===== config.mk =====
export PLATFORM = sky130hd
export DESIGN_NAME = sacl_fifo
export DESIGN_NICKNAME = d
export VERILOG_FILES = /design/src/hdl/sacl_pkg.sv /design/src/hdl/sacl_fifo.sv
export SDC_FILE = /design/constraint.sdc
export NUM_CORES = 1
export LEC_CHECK = 0
export BUFFER_PORTS_ARGS = -buffer_cell sky130_fd_sc_hd__buf_2
export CELL_PAD_IN_SITES_DETAIL_PLACEMENT = 0
export CELL_PAD_IN_SITES_GLOBAL_PLACEMENT = 2
export CORE_MARGIN = 2
export CORE_UTILIZATION = 44
export CTS_CLUSTER_DIAMETER = 40
export DETAILED_ROUTE_END_ITERATION = 6
export HOLD_SLACK_MARGIN = 0.06
export PLACE_DENSITY_LB_ADDON = 0.1
export SLEW_MARGIN = 0
export SYNTH_ARGS = -nofsm -noshare
export SYNTH_HDL_FRONTEND = slang
export SYNTH_SLANG_ARGS = --single-unit

===== constraint.sdc =====
create_clock -name clk -period 7.8 [get_ports clk]
set_input_delay 0.39 -clock clk [delete_from_list [all_inputs] [get_ports clk]]
set_output_delay 0.39 -clock clk [all_outputs]
set_load 0.05 [all_outputs]

===== src/hdl/sacl_pkg.sv =====
// Shared types, codes and constants of the set-associative cache controller.
// No dependencies.
package sacl_pkg;

  localparam int TOTAL_ENTRIES = 65536;
  localparam int MAX_WAYS      = 16;
  localparam int ADDR_BITS     = 32;
  localparam int QUEUE_DEPTH   = 4;

  localparam int TAG_W     = 30;
  localparam int AGE_W     = 4;
  localparam int ENT_IDX_W = 16;
  localparam int CNT_W     = 17;
  localparam int CFG_AW    = 4;

  localparam logic [1:0] OP_READ  = 2'd0;
  localparam logic [1:0] OP_WRITE = 2'd1;
  localparam logic [1:0] OP_FLUSH = 2'd2;
  localparam logic [1:0] OP_NONE  = 2'd3;

  localparam logic [1:0] POL_WB    = 2'd0;
  localparam logic [1:0] POL_WT    = 2'd1;
  localparam logic [1:0] POL_WT_NA = 2'd2;
  localparam logic [1:0] POL_RSVD  = 2'd3;

  localparam logic [1:0] REG_WAYS   = 2'd0;
  localparam logic [1:0] REG_OFFSET = 2'd1;
  localparam logic [1:0] REG_INDEX  = 2'd2;
  localparam logic [1:0] REG_POLICY = 2'd3;

  typedef enum logic [1:0] {K_ACC, K_FLUSH, K_NULL} kind_t;

  typedef enum logic [2:0] {
    B_CLEAR, B_IDLE, B_READ, B_LOOK, B_UPD, B_FL_RD, B_FL_WR, B_DONE
  } back_state_t;

  typedef struct packed {
    logic [1:0]  operation;
    logic [31:0] address;
    logic [4:0]  byte_count;
  } in_item_t;

  typedef struct packed {
    logic             hit;
    logic             allocated;
    logic             replaced;
    logic             dirty_writeback;
    logic             memory_write;
    logic [3:0]       way_used;
    logic [CNT_W-1:0] flushed_count;
    logic             last;
  } out_item_t;

  typedef struct packed {
    logic [2:0] ways_log2;
    logic [2:0] offset_bits;
    logic [4:0] index_bits;
    logic [1:0] write_policy;
  } cfg_t;

  typedef struct packed {
    kind_t                kind;
    logic                 is_write;
    logic [1:0]           pol;
    logic [2:0]           wlc;
    logic [ENT_IDX_W-1:0] base;
    logic [TAG_W-1:0]     tag;
    logic                 last;
  } blk_req_t;

  typedef struct packed {
    logic [TAG_W-1:0] tag;
    logic             valid;
    logic             dirty;
    logic [AGE_W-1:0] age;
  } entry_t;

  typedef struct packed {
    logic clearing;
  } back_stat_t;

endpackage


===== src/hdl/sacl_fifo.sv =====
// Short request queue between front and back of the cache controller.
// Depends on sacl_pkg.
module sacl_fifo #(
  parameter int DEPTH = sacl_pkg::QUEUE_DEPTH
) (
  input  logic               clk,
  input  logic               rst_n,
  input  logic               push,
  input  sacl_pkg::blk_req_t push_data,
  output logic               full,
  input  logic               pop,
  output sacl_pkg::blk_req_t pop_data,
  output logic               empty
);
  localparam int PW = (DEPTH > 1) ? $clog2(DEPTH) : 1;
  localparam int CW = $clog2(DEPTH + 1);

  sacl_pkg::blk_req_t slot_r [DEPTH];
  logic [PW-1:0] wr_ptr_r, wr_ptr_nxt, rd_ptr_r, rd_ptr_nxt;
  logic [CW-1:0] count_r, count_nxt;
  logic do_push, do_pop;

  assign full     = (count_r == CW'(DEPTH));
  assign empty    = (count_r == '0);
  assign do_push  = push && !full;
  assign do_pop   = pop && !empty;
  assign pop_data = slot_r[rd_ptr_r];

  always_comb begin
    wr_ptr_nxt = wr_ptr_r;
    rd_ptr_nxt = rd_ptr_r;
    count_nxt  = count_r;
    if (do_push) begin
      wr_ptr_nxt = (wr_ptr_r == PW'(DEPTH - 1)) ? '0 : wr_ptr_r + PW'(1);
    end
    if (do_pop) begin
      rd_ptr_nxt = (rd_ptr_r == PW'(DEPTH - 1)) ? '0 : rd_ptr_r + PW'(1);
    end
    if (do_push && !do_pop) begin
      count_nxt = count_r + CW'(1);
    end else if (do_pop && !do_push) begin
      count_nxt = count_r - CW'(1);
    end
  end

  always_ff @(posedge clk) begin
    if (!rst_n) begin
      wr_ptr_r <= '0;
      rd_ptr_r <= '0;
      count_r  <= '0;
    end else begin
      wr_ptr_r <= wr_ptr_nxt;
      rd_ptr_r <= rd_ptr_nxt;
      count_r  <= count_nxt;
    end
  end

  always_ff @(posedge clk) begin
    if (do_push) begin
      slot_r[wr_ptr_r] <= push_data;
    end
  end

endmodule


==> impl_metrics.tcl <==
set metrics [dict create \
    numPortBuffers 115 \
    yosysUniqueCellTypes 26 \
    tightest_slew_ns 1.01 \
    clkLatencyLatePin_ns 0.48 \
    num_vias 3888 \
    slew_viol_final 0 \
    seqPwrFrac_pct 37.8 \
    yosys-top-cells-area "edfxtp_1, mux4_2, dfxtp_1" \
    intPower_mw 2.87 \
    min_period_over_period_pct 39.7 \
    ys_seq_elements 229 \
    place_congestion 0.669 \
    comb_power_share_pct 25.2 \
    grt_usage_pct 15.4 \
    grt.overflow.total 0 \
    die_x_um 143 \
    slowest_stage "dfxtp_4" \
    firstDrtPassIters 4 \
    hold_viol_final 0 \
    synth_nets 404 \
    ir_drop_v 0.000205 \
    ant_nets 0 \
    cts_sinks 229 \
    dieArea_um2 20400 \
    cp_data_arrival_time_ns 2.71 \
    cts_tree "yes" \
    grt_pass1_wl_um 23300 \
    layout_commonest_cell "edfxtp_1" \
    n_antenna_cell 0 \
    start_util_pct 45.1 \
    crit_required_ns 7.41 \
    path_class "register to output port" \
    p_sw_mw 1.33 \
    worst_slack_ns 4.70 \
    post_cts_buffers 0 \
    p_leak_nw 3.59 \
    synthCells 338 \
    fmax_mhz 323 \
    fin_worst_skew_ns 0.0108 \
    tns_ns 0 \
    rsz0062_at_grt "no" \
    syn_to_final_growth_pct 23.6 \
    die_h_um 143 \
    ys_seq_area_share_pct 80.0 \
    ys_warn_count 0 \
    swShare_pct 31.7 \
    reg2reg_depth 4 \
    cts-resized-gates 0 \
    start_kind "register" \
    grt_pass1_vias 4216 \
    synth_area_um2 8490 \
    routed_wirelength_um 15100 \
    grt_max_degree 56 \
    max_cap_violations 0 \
    drive_above_1_share_pct 45.4 \
    clk_pin_slew_ns 0.05 \
    p_clk_share_pct 37.0 \
    routedWlPerCell_um 19.6 \
    layout_common_cells "edfxtp_1, buf_2, mux4_2, clkbuf_16, clkbuf_1" \
    period_minus_slack_ns 3.10 \
    postSynthAreaPerCell_um2 25.1 \
    hold_depth 1 \
    coreArea_um2 18800 \
    drt-initial-drc-count 197 \
    drc_errors 0 \
    fin_nets 549 \
    synth_top_area_share_pct 77.9 \
    hp-class "input pin to register" \
    viasPerCell 5.06 \
    hold_buffers 0 \
    finalSetupViolations 0 \
    grt_antenna_before_repair 1 \
    relSlewSlack_pct 33.0 \
    clock_path_buffers 3 \
    power_mw 4.20 \
    yosysTopAreaCell "edfxtp_1" \
    outcome "finished, final reports clean" \
    worstSetupEndpointType "output port" \
    fin_hold_ws_ns 0.118 \
    power_density_nw_per_um2 400 \
    cts-root-buf "clkbuf_16" \
    pre_cts_ws_ns 5.03 \
    numCtsBuffers 36 \
    slowest_delay_ns 0.76 \
    rows 50 \
    ioPinCount 116 \
    cp_max_fo 30 \
    path_cells "buf_4, mux4_1, buf_2" \
    place_hpwl_um 8480 \
    cts_htree_levels 2 \
]
-- metrics by stage --
step	area [um^2]	util (%)	instances
after floorplan	8490	-	338
after global placement	9290	49.3	705
after detailed placement	9290	49.3	705
after CTS	10500	55.7	769
after global routing	10500	55.7	769
final	10500	55.7	769
-- power groups by stage --
stage	clock [mW]	combinational, mW	sequential [mW]
floorplan	0	0.926	1.55
global placement	0	1.08	1.61
detailed placement	0	1.08	1.62
CTS	1.59	1.08	1.59
global route	1.65	1.12	1.60
finish	1.55	1.06	1.59
-- flip-flops by register name, summed over array words and instances, names as in the netlist, named ones only --
name and count:
count_r 3, rd_ptr_r 2, slot_r 220, wr_ptr_r 2
-- layout make-up --
cell class              instances  area [um^2]
inverters                       3         11.3
multi-input cells              92         1540
flip-flops and latches        229         6790
clock buffers                  45          956
well taps                     260          325
repair buffers                121          621
fillers                      1453         8340
clock inverters                19          239
-- cell usage after synthesis --
cell	count
edfxtp_1	220
mux4_2	50
dfxtp_1	9
buf_2	6
ha_1	6
nand2_1	6
and2_1	5
buf_12	5
mux4_1	5
inv_1	3
mux2i_1	3
o21ai_0	3
nand3_1	2
nor2_1	2
nor2b_1	2
a21boi_0	1
buf_6	1
clkbuf_1	1
clkbuf_2	1
fa_1	1
nor3_1	1
nor3b_2	1
o31ai_1	1
or3_1	1
xnor2_1	1
xor2_1	1
-- critical path, delay by kind of cell (launching register included) --
| kind | cells | cell delay (ns) |
|---|---|---|
| flip-flops | 1 | 0.76 |
| buffers and inverters | 2 | 0.81 |
| multiplexers | 1 | 0.63 |
-- final timing paths --
kind                 start       endpoint  slack [ns]
max reg2reg     count_r[0]  slot_r[0][16]        5.13
min          push_data[43]  slot_r[3][43]        0.12
min reg2reg    wr_ptr_r[1]    wr_ptr_r[1]        0.52
max               register   pop_data[44]        4.70
-- layer usage --
metal	part of all wire (%)	wire length, um	global-route usage, %
met5	0.086	13	0
met4	1.5	223	4.43
met3	6.2	932	4.83
met2	51	7640	25.6
met1	42	6250	19.6
-- cell families after synthesis --
| kind of cell | after synthesis | share of synthesized area (%) |
|---|---|---|
| muxes | 58 | 15.2 |
| xor gates and xnor gates | 2 | 0.206 |
| adders and majority gates | 7 | 1.12 |
| DFF | 229 | 80.0 |
| buffers and inverters | 17 | 1.90 |
| AOI/OAI and AO/OA | 5 | 0.354 |
| and+or+nand+nor | 20 | 1.27 |
No activity file was read; power rests on OpenSTA's default activity.
