$ cat src/hdl/sacl_pkg.sv
// Shared types, codes and constants of the set-associative cache controller.
// No dependencies.
package sacl_pkg;

  localparam int TOTAL_ENTRIES = 65536;
  localparam int MAX_WAYS      = 16;
  localparam int ADDR_BITS     = 32;
  localparam int QUEUE_DEPTH   = 4;

  localparam int TAG_W     = 30;
  localparam int AGE_W     = 4;
  localparam int ENT_IDX_W = 16;
  localparam int CNT_W     = 17;
  localparam int CFG_AW    = 4;

  localparam logic [1:0] OP_READ  = 2'd0;
  localparam logic [1:0] OP_WRITE = 2'd1;
  localparam logic [1:0] OP_FLUSH = 2'd2;
  localparam logic [1:0] OP_NONE  = 2'd3;

  localparam logic [1:0] POL_WB    = 2'd0;
  localparam logic [1:0] POL_WT    = 2'd1;
  localparam logic [1:0] POL_WT_NA = 2'd2;
  localparam logic [1:0] POL_RSVD  = 2'd3;

  localparam logic [1:0] REG_WAYS   = 2'd0;
  localparam logic [1:0] REG_OFFSET = 2'd1;
  localparam logic [1:0] REG_INDEX  = 2'd2;
  localparam logic [1:0] REG_POLICY = 2'd3;

  typedef enum logic [1:0] {K_ACC, K_FLUSH, K_NULL} kind_t;

  typedef enum logic [2:0] {
    B_CLEAR, B_IDLE, B_READ, B_LOOK, B_UPD, B_FL_RD, B_FL_WR, B_DONE
  } back_state_t;

  typedef struct packed {
    logic [1:0]  operation;
    logic [31:0] address;
    logic [4:0]  byte_count;
  } in_item_t;

  typedef struct packed {
    logic             hit;
    logic             allocated;
    logic             replaced;
    logic             dirty_writeback;
    logic             memory_write;
    logic [3:0]       way_used;
    logic [CNT_W-1:0] flushed_count;
    logic             last;
  } out_item_t;

  typedef struct packed {
    logic [2:0] ways_log2;
    logic [2:0] offset_bits;
    logic [4:0] index_bits;
    logic [1:0] write_policy;
  } cfg_t;

  typedef struct packed {
    kind_t                kind;
    logic                 is_write;
    logic [1:0]           pol;
    logic [2:0]           wlc;
    logic [ENT_IDX_W-1:0] base;
    logic [TAG_W-1:0]     tag;
    logic                 last;
  } blk_req_t;

  typedef struct packed {
    logic [TAG_W-1:0] tag;
    logic             valid;
    logic             dirty;
    logic [AGE_W-1:0] age;
  } entry_t;

  typedef struct packed {
    logic clearing;
  } back_stat_t;

endpackage

$ cat src/hdl/sacl_front.sv
// Front end: accepts items, clamps configuration, splits runs into block requests.
// Depends on sacl_pkg; feeds sacl_fifo.
module sacl_front #(
  parameter int TOTAL_ENTRIES = sacl_pkg::TOTAL_ENTRIES,
  parameter int MAX_WAYS      = sacl_pkg::MAX_WAYS,
  parameter int ADDR_BITS     = sacl_pkg::ADDR_BITS
) (
  input  logic                 clk,
  input  logic                 rst_n,
  input  sacl_pkg::cfg_t       cfg,
  input  sacl_pkg::back_stat_t stat,
  input  logic                 in_valid,
  output logic                 in_ready,
  input  sacl_pkg::in_item_t   in_data,
  output logic                 q_push,
  output sacl_pkg::blk_req_t   q_data,
  input  logic                 q_full
);
  localparam int WAY_LG = $clog2(MAX_WAYS);
  localparam logic [32:0] AM33 = (33'd1 << ADDR_BITS) - 33'd1;
  localparam logic [31:0] AMASK = AM33[31:0];
  localparam logic [19:0] ENT_MASK = 20'(TOTAL_ENTRIES - 1);

  logic              busy_r, busy_nxt;
  logic [2:0]        k_r, k_nxt;
  logic [2:0]        last_k_r, last_k_nxt;
  sacl_pkg::kind_t   kind_r, kind_nxt;
  logic              is_write_r, is_write_nxt;
  logic [31:0]       addr_r, addr_nxt;

  logic [2:0]  wl, wlc, b;
  logic [4:0]  lim, l;
  logic [1:0]  pol;
  logic [31:0] in_addr_m;
  logic [4:0]  cnt_c, off;
  logic [5:0]  nsum;
  logic [29:0] blk, ba, amask_b;
  logic [16:0] lmask;
  logic [15:0] set_idx;
  logic [19:0] base20;
  logic        accept, is_last;

  always_comb begin
    wl   = (cfg.ways_log2 > 3'd4) ? 3'd4 : cfg.ways_log2;
    wlc  = (wl > 3'(WAY_LG)) ? 3'(WAY_LG) : wl;
    b    = (cfg.offset_bits < 3'd2) ? 3'd2 :
           ((cfg.offset_bits > 3'd5) ? 3'd5 : cfg.offset_bits);
    lim  = 5'd16 - {2'b00, wl};
    l    = (cfg.index_bits > lim) ? lim : cfg.index_bits;
    pol  = (cfg.write_policy == sacl_pkg::POL_RSVD) ? sacl_pkg::POL_WT_NA
                                                    : cfg.write_policy;

    in_addr_m = in_data.address & AMASK;
    cnt_c     = (in_data.byte_count > 5'd16) ? 5'd16 : in_data.byte_count;
    off       = 5'(in_addr_m & ((32'd1 << b) - 32'd1));
    nsum      = {1'b0, off} + {1'b0, cnt_c} - 6'd1;

    // block address of the current block of the run
    blk     = 30'(addr_r >> b);
    amask_b = 30'(AMASK >> b);
    ba      = (blk + {27'd0, k_r}) & amask_b;
    lmask   = (17'd1 << l) - 17'd1;
    set_idx = ba[15:0] & lmask[15:0];
    base20  = ({4'd0, set_idx} << wlc) & ENT_MASK;
  end

  assign in_ready = !busy_r && !stat.clearing;
  assign accept   = in_valid && in_ready;
  assign is_last  = (k_r == last_k_r);
  assign q_push   = busy_r;

  always_comb begin
    q_data          = '0;
    q_data.kind     = kind_r;
    q_data.is_write = is_write_r;
    q_data.pol      = pol;
    q_data.wlc      = wlc;
    q_data.base     = base20[sacl_pkg::ENT_IDX_W-1:0];
    q_data.tag      = ba >> l;
    q_data.last     = is_last;
  end

  always_comb begin
    busy_nxt     = busy_r;
    k_nxt        = k_r;
    last_k_nxt   = last_k_r;
    kind_nxt     = kind_r;
    is_write_nxt = is_write_r;
    addr_nxt     = addr_r;
    if (accept) begin
      busy_nxt     = 1'b1;
      k_nxt        = 3'd0;
      addr_nxt     = in_addr_m;
      is_write_nxt = (in_data.operation == sacl_pkg::OP_WRITE);
      last_k_nxt   = 3'd0;
      if (in_data.operation == sacl_pkg::OP_FLUSH) begin
        kind_nxt = sacl_pkg::K_FLUSH;
      end else if (in_data.operation == sacl_pkg::OP_NONE ||
                   in_data.byte_count == 5'd0) begin
        kind_nxt = sacl_pkg::K_NULL;
      end else begin
        kind_nxt   = sacl_pkg::K_ACC;
        last_k_nxt = 3'(nsum >> b);
      end
    end else if (busy_r && !q_full) begin
      if (is_last) begin
        busy_nxt = 1'b0;
      end else begin
        k_nxt = k_r + 3'd1;
      end
    end
  end

  always_ff @(posedge clk) begin
    if (!rst_n) begin
      busy_r <= 1'b0;
      k_r    <= 3'd0;
    end else begin
      busy_r <= busy_nxt;
      k_r    <= k_nxt;
    end
  end

  always_ff @(posedge clk) begin
    last_k_r   <= last_k_nxt;
    kind_r     <= kind_nxt;
    is_write_r <= is_write_nxt;
    addr_r     <= addr_nxt;
  end

endmodule

$ cat config.mk
export PLATFORM = sky130hd
export DESIGN_NAME = sacl_front
export DESIGN_NICKNAME = d
export VERILOG_FILES = /design/src/hdl/sacl_pkg.sv /design/src/hdl/sacl_front.sv
export SDC_FILE = /design/constraint.sdc
export NUM_CORES = 1
export LEC_CHECK = 0
export ABC_CLOCK_PERIOD_IN_PS = 6350
export BUFFER_PORTS_ARGS = -buffer_cell sky130_fd_sc_hd__buf_2
export CORE_MARGIN = 2
export CORE_UTILIZATION = 45
export CTS_BUF_LIST = sky130_fd_sc_hd__clkbuf_16
export CTS_CLUSTER_SIZE = 12
export DETAILED_ROUTE_END_ITERATION = 8
export PLACE_DENSITY_LB_ADDON = 0.3
export SLEW_MARGIN = 20
export SYNTH_ARGS = -nofsm -noshare
export SYNTH_HDL_FRONTEND = slang
export SYNTH_SLANG_ARGS = --single-unit
$ cat constraint.sdc
create_clock -name clk -period 6.35 [get_ports clk]
set_input_delay 0.9525 -clock clk [delete_from_list [all_inputs] [get_ports clk]]
set_output_delay 0.9525 -clock clk [all_outputs]
set_load 0.005 [all_outputs]
==> flow_metrics.env <==
export IMPL_busiest_layer="met2"
export IMPL_slowest_stage="a211o_1"
export IMPL_vdd_ir_drop_worst_mv=0.189
export IMPL_htreeDepth=2
export IMPL_max_slew_worst_pin_slew_ns=0.745
export IMPL_dpl_hpwl_um=16900
export IMPL_syn_avg_cell_area_um2=7.36
export IMPL_design_core_area_mm2=0.0151
export IMPL_grt_pass1_wl_um=35900
export IMPL_crit_type="in2out"
export IMPL_netlist_instances=936
export IMPL_finalCritPeriodShare_pct=96.3
export IMPL_cp_required_ns=5.40
export IMPL_crit_chain="buf_2 -> nand2_1 -> ha_1 -> ha_1 -> inv_1 -> ha_1 -> and4_1 -> a21o_1 -> a211o_1 -> a21o_1 -> nor2_1 -> nand2_1 -> ha_1 -> a211oi_2 -> mux2i_1 -> o22ai_1 -> nand2_1 -> or2_2 -> a221oi_1 -> o21bai_1 -> buf_2"
export IMPL_fin_setup_tns_ns=0
export IMPL_synth_net_count=1016
export IMPL_antenna_cells=0
export IMPL_rsz0062_at_grt="no"
export IMPL_synthDistinctLibCells=86
export IMPL_p_leak_nw=3.28
export IMPL_die_area_mm2=0.0163
export IMPL_hold_ws_ns=0.516
export IMPL_gp_congestion=1.01
export IMPL_fill_cells=1552
export IMPL_met1_usage_pct=38.6
export IMPL_gr_usage_met3_pct=3.01
export IMPL_cts_root_buf="clkbuf_16"
export IMPL_io_buffers=113
export IMPL_yosys_area_top_type_share_pct=15.7
export IMPL_ant_nets=0
export IMPL_wl_per_cell_um=18.1
export IMPL_antenna_found_initial=0
export IMPL_synthArstFlopShare_pct=0
export IMPL_dieHeight_um=128
export IMPL_synth_edf_count=36
export IMPL_finalSetupViolCount=0
export IMPL_grt_pass1_vias=6907
export IMPL_syn_cell_area_mm2=0.00689
export IMPL_status="complete, no violations"
export IMPL_cpPeakStageDelay_ns=0.37
export IMPL_postLayoutSetupSlackWorst_ns=0.237
export IMPL_maxCapViolations=0
export IMPL_synth_largest_area_cell="edfxtp_1"
export IMPL_path_max_fanout=14
export IMPL_cp_start_kind="input port"
export IMPL_pin_count=114
export IMPL_routed_wl_um=22100
export IMPL_maxSlewHeadroom_pct=50.1
export IMPL_hold_buffers=0
export IMPL_insertion_delay_ns=0.29
export IMPL_via_count=7832
export IMPL_rows=45
export IMPL_cts_resized=0
export IMPL_synth_top_cells_by_count="nand2_1, nor2_1, a21oi_1"
export IMPL_use_met2_pct=40.9
export IMPL_critical_path_arrival_ns=5.16
export IMPL_synth_seq_cells=40
export IMPL_nets=1108
export IMPL_numCtsBuffers=5
export IMPL_viasPerCell=6.44
export IMPL_path_common_cell="ha_1"
export IMPL_clock_path_buffers=2
export IMPL_cts_setup_buffers=0
export IMPL_grt_overflow=0
export IMPL_ys_warn_count=0
export IMPL_drc_errors=0
export IMPL_track_usage_pct=26.6
export IMPL_ys_flop_type="edfxtp_1"
export IMPL_final_layout_size_suffix_gt1_share_pct=21.4
export IMPL_hold_viol=0
export IMPL_cp_end_kind="output pin"
export IMPL_grt_max_degree=47
export IMPL_clk_pin_slew_ns=0.06
export IMPL_synth_most_common_cell="nand2_1"
export IMPL_dp_slack_ns=0.252
export IMPL_max_freq_mhz=164
export IMPL_dpl_cell_area_mm2=0.00771
export IMPL_drv_slew=0
export IMPL_first_pass_iters=5
export IMPL_syn2layout_area_growth_pct=14.1
export IMPL_p_per_area_mw_per_mm2=188
export IMPL_synth_seq_area_share_pct=16.8
export IMPL_dr_first_iter_drc_count=803
export IMPL_hp_class="reg2reg"
export IMPL_fin_skew_ns=0.00519
export IMPL_clock_sinks=40
export IMPL_initial_core_util_pct=45.7
export IMPL_synth_area_leaders="edfxtp_1, mux2i_1, nand2_1"
export IMPL_die_w_um=128
export IMPL_finish_instance_area_mm2=0.00787
export IMPL_period_needed_ns=6.11
export IMPL_cts_tree="yes"
==> stage by stage <==
| step | power [mW] | util, % | cells |
|---|---|---|---|
| 4_1_cts | 1.46 | 52.1 | 1217 |
| 2_1_floorplan | 0.934 | - | 936 |
| 3_5_place_dp | 1.21 | 51.1 | 1209 |
| 5_1_grt | 1.58 | 52.1 | 1217 |
| 6_report | 1.48 | 52.1 | 1217 |
| 3_3_place_gp | 1.21 | 51.1 | 1209 |
==> cell type report <==
type,count,area (µm²),share of cell area [%]
Tap cell,188,235,2.99
Timing Repair Buffer,161,926,11.8
Sequential cell,40,1160,14.8
Inverter,33,124,1.57
Clock inverter,3,18.8,0.239
Multi-Input combinational cell,787,5280,67.1
Clock buffer,5,125,1.59
==> worst paths after layout <==
| check | start | endpoint | slack (ns) | cells after the start |
|---|---|---|---|---|
| min | q_push | q_push | 0.52 | 2 |
| max | cfg[10] | q_data[38] | 0.24 | 21 |
| min reg2reg | q_push | q_push | 0.52 | 2 |
| max reg2reg | k_r[1] | k_r[2] | 4.82 | 6 |
==> layer usage <==
metal  vias up  routed length [µm]
met5         -                   0
met4         0                 631
met3        57                1840
met2       432                9500
met1      3578               10100
li1       3765                   -
==> placed cells by master (no fill, tap or decap), drive strengths merged, types with 9 or more instances in the layout <==
master  netlist  final
nor3b        11     11
buf          24    161
mux2         17     17
inv          32     32
o31ai        10     10
a21oi        55     55
o221ai        9      9
nor4         16     16
ha           21     21
a31oi        25     25
o22ai        10     10
o211ai       22     22
a21o         20     20
nor3         29     29
and3         14     14
nand2b        9      9
edfxtp       36     36
nand2        98     98
a22oi         9      9
a21boi       13     13
a211oi       33     33
nor2b         9      9
nor2         69     69
nand4        11     11
nand3        33     33
o21ai        59     59
xnor2        15     15
mux2i        50     50
==> state kept, by name (all words and copies together), names as in the netlist <==
register	cells
k_r	3
addr_r	30
last_k_r	3
kind_r	2
is_write_r	1
q_push	1
==> worst max-delay path: cells and delay by family <==
kind / cells / cell delay [ns]
AO/OA/AOI/OAI: 7 / 1.64
buffers and inverters: 3 / 0.42
multiplexers: 1 / 0.11
adder cells (fa/ha/maj): 4 / 1.09
AND/OR/NAND/NOR: 6 / 0.95
==> cells by family after synthesis <==
family	Yosys count	share of synthesized area, %
adder cells (fa/ha/maj)	24	4.54
buffers and inverters	109	6.95
AO/OA/AOI/OAI	330	32.7
flip-flops	40	16.8
XOR/XNOR	23	2.92
AND/OR/NAND/NOR	341	25.3
multiplexers	69	10.7
==> report_power, final <==
part	switching (mW)	internal, mW
Combinational	0.556	0.366
Clock	0.0979	0.144
Sequential	0.0131	0.302
Power figures use the tool's default switching activity.
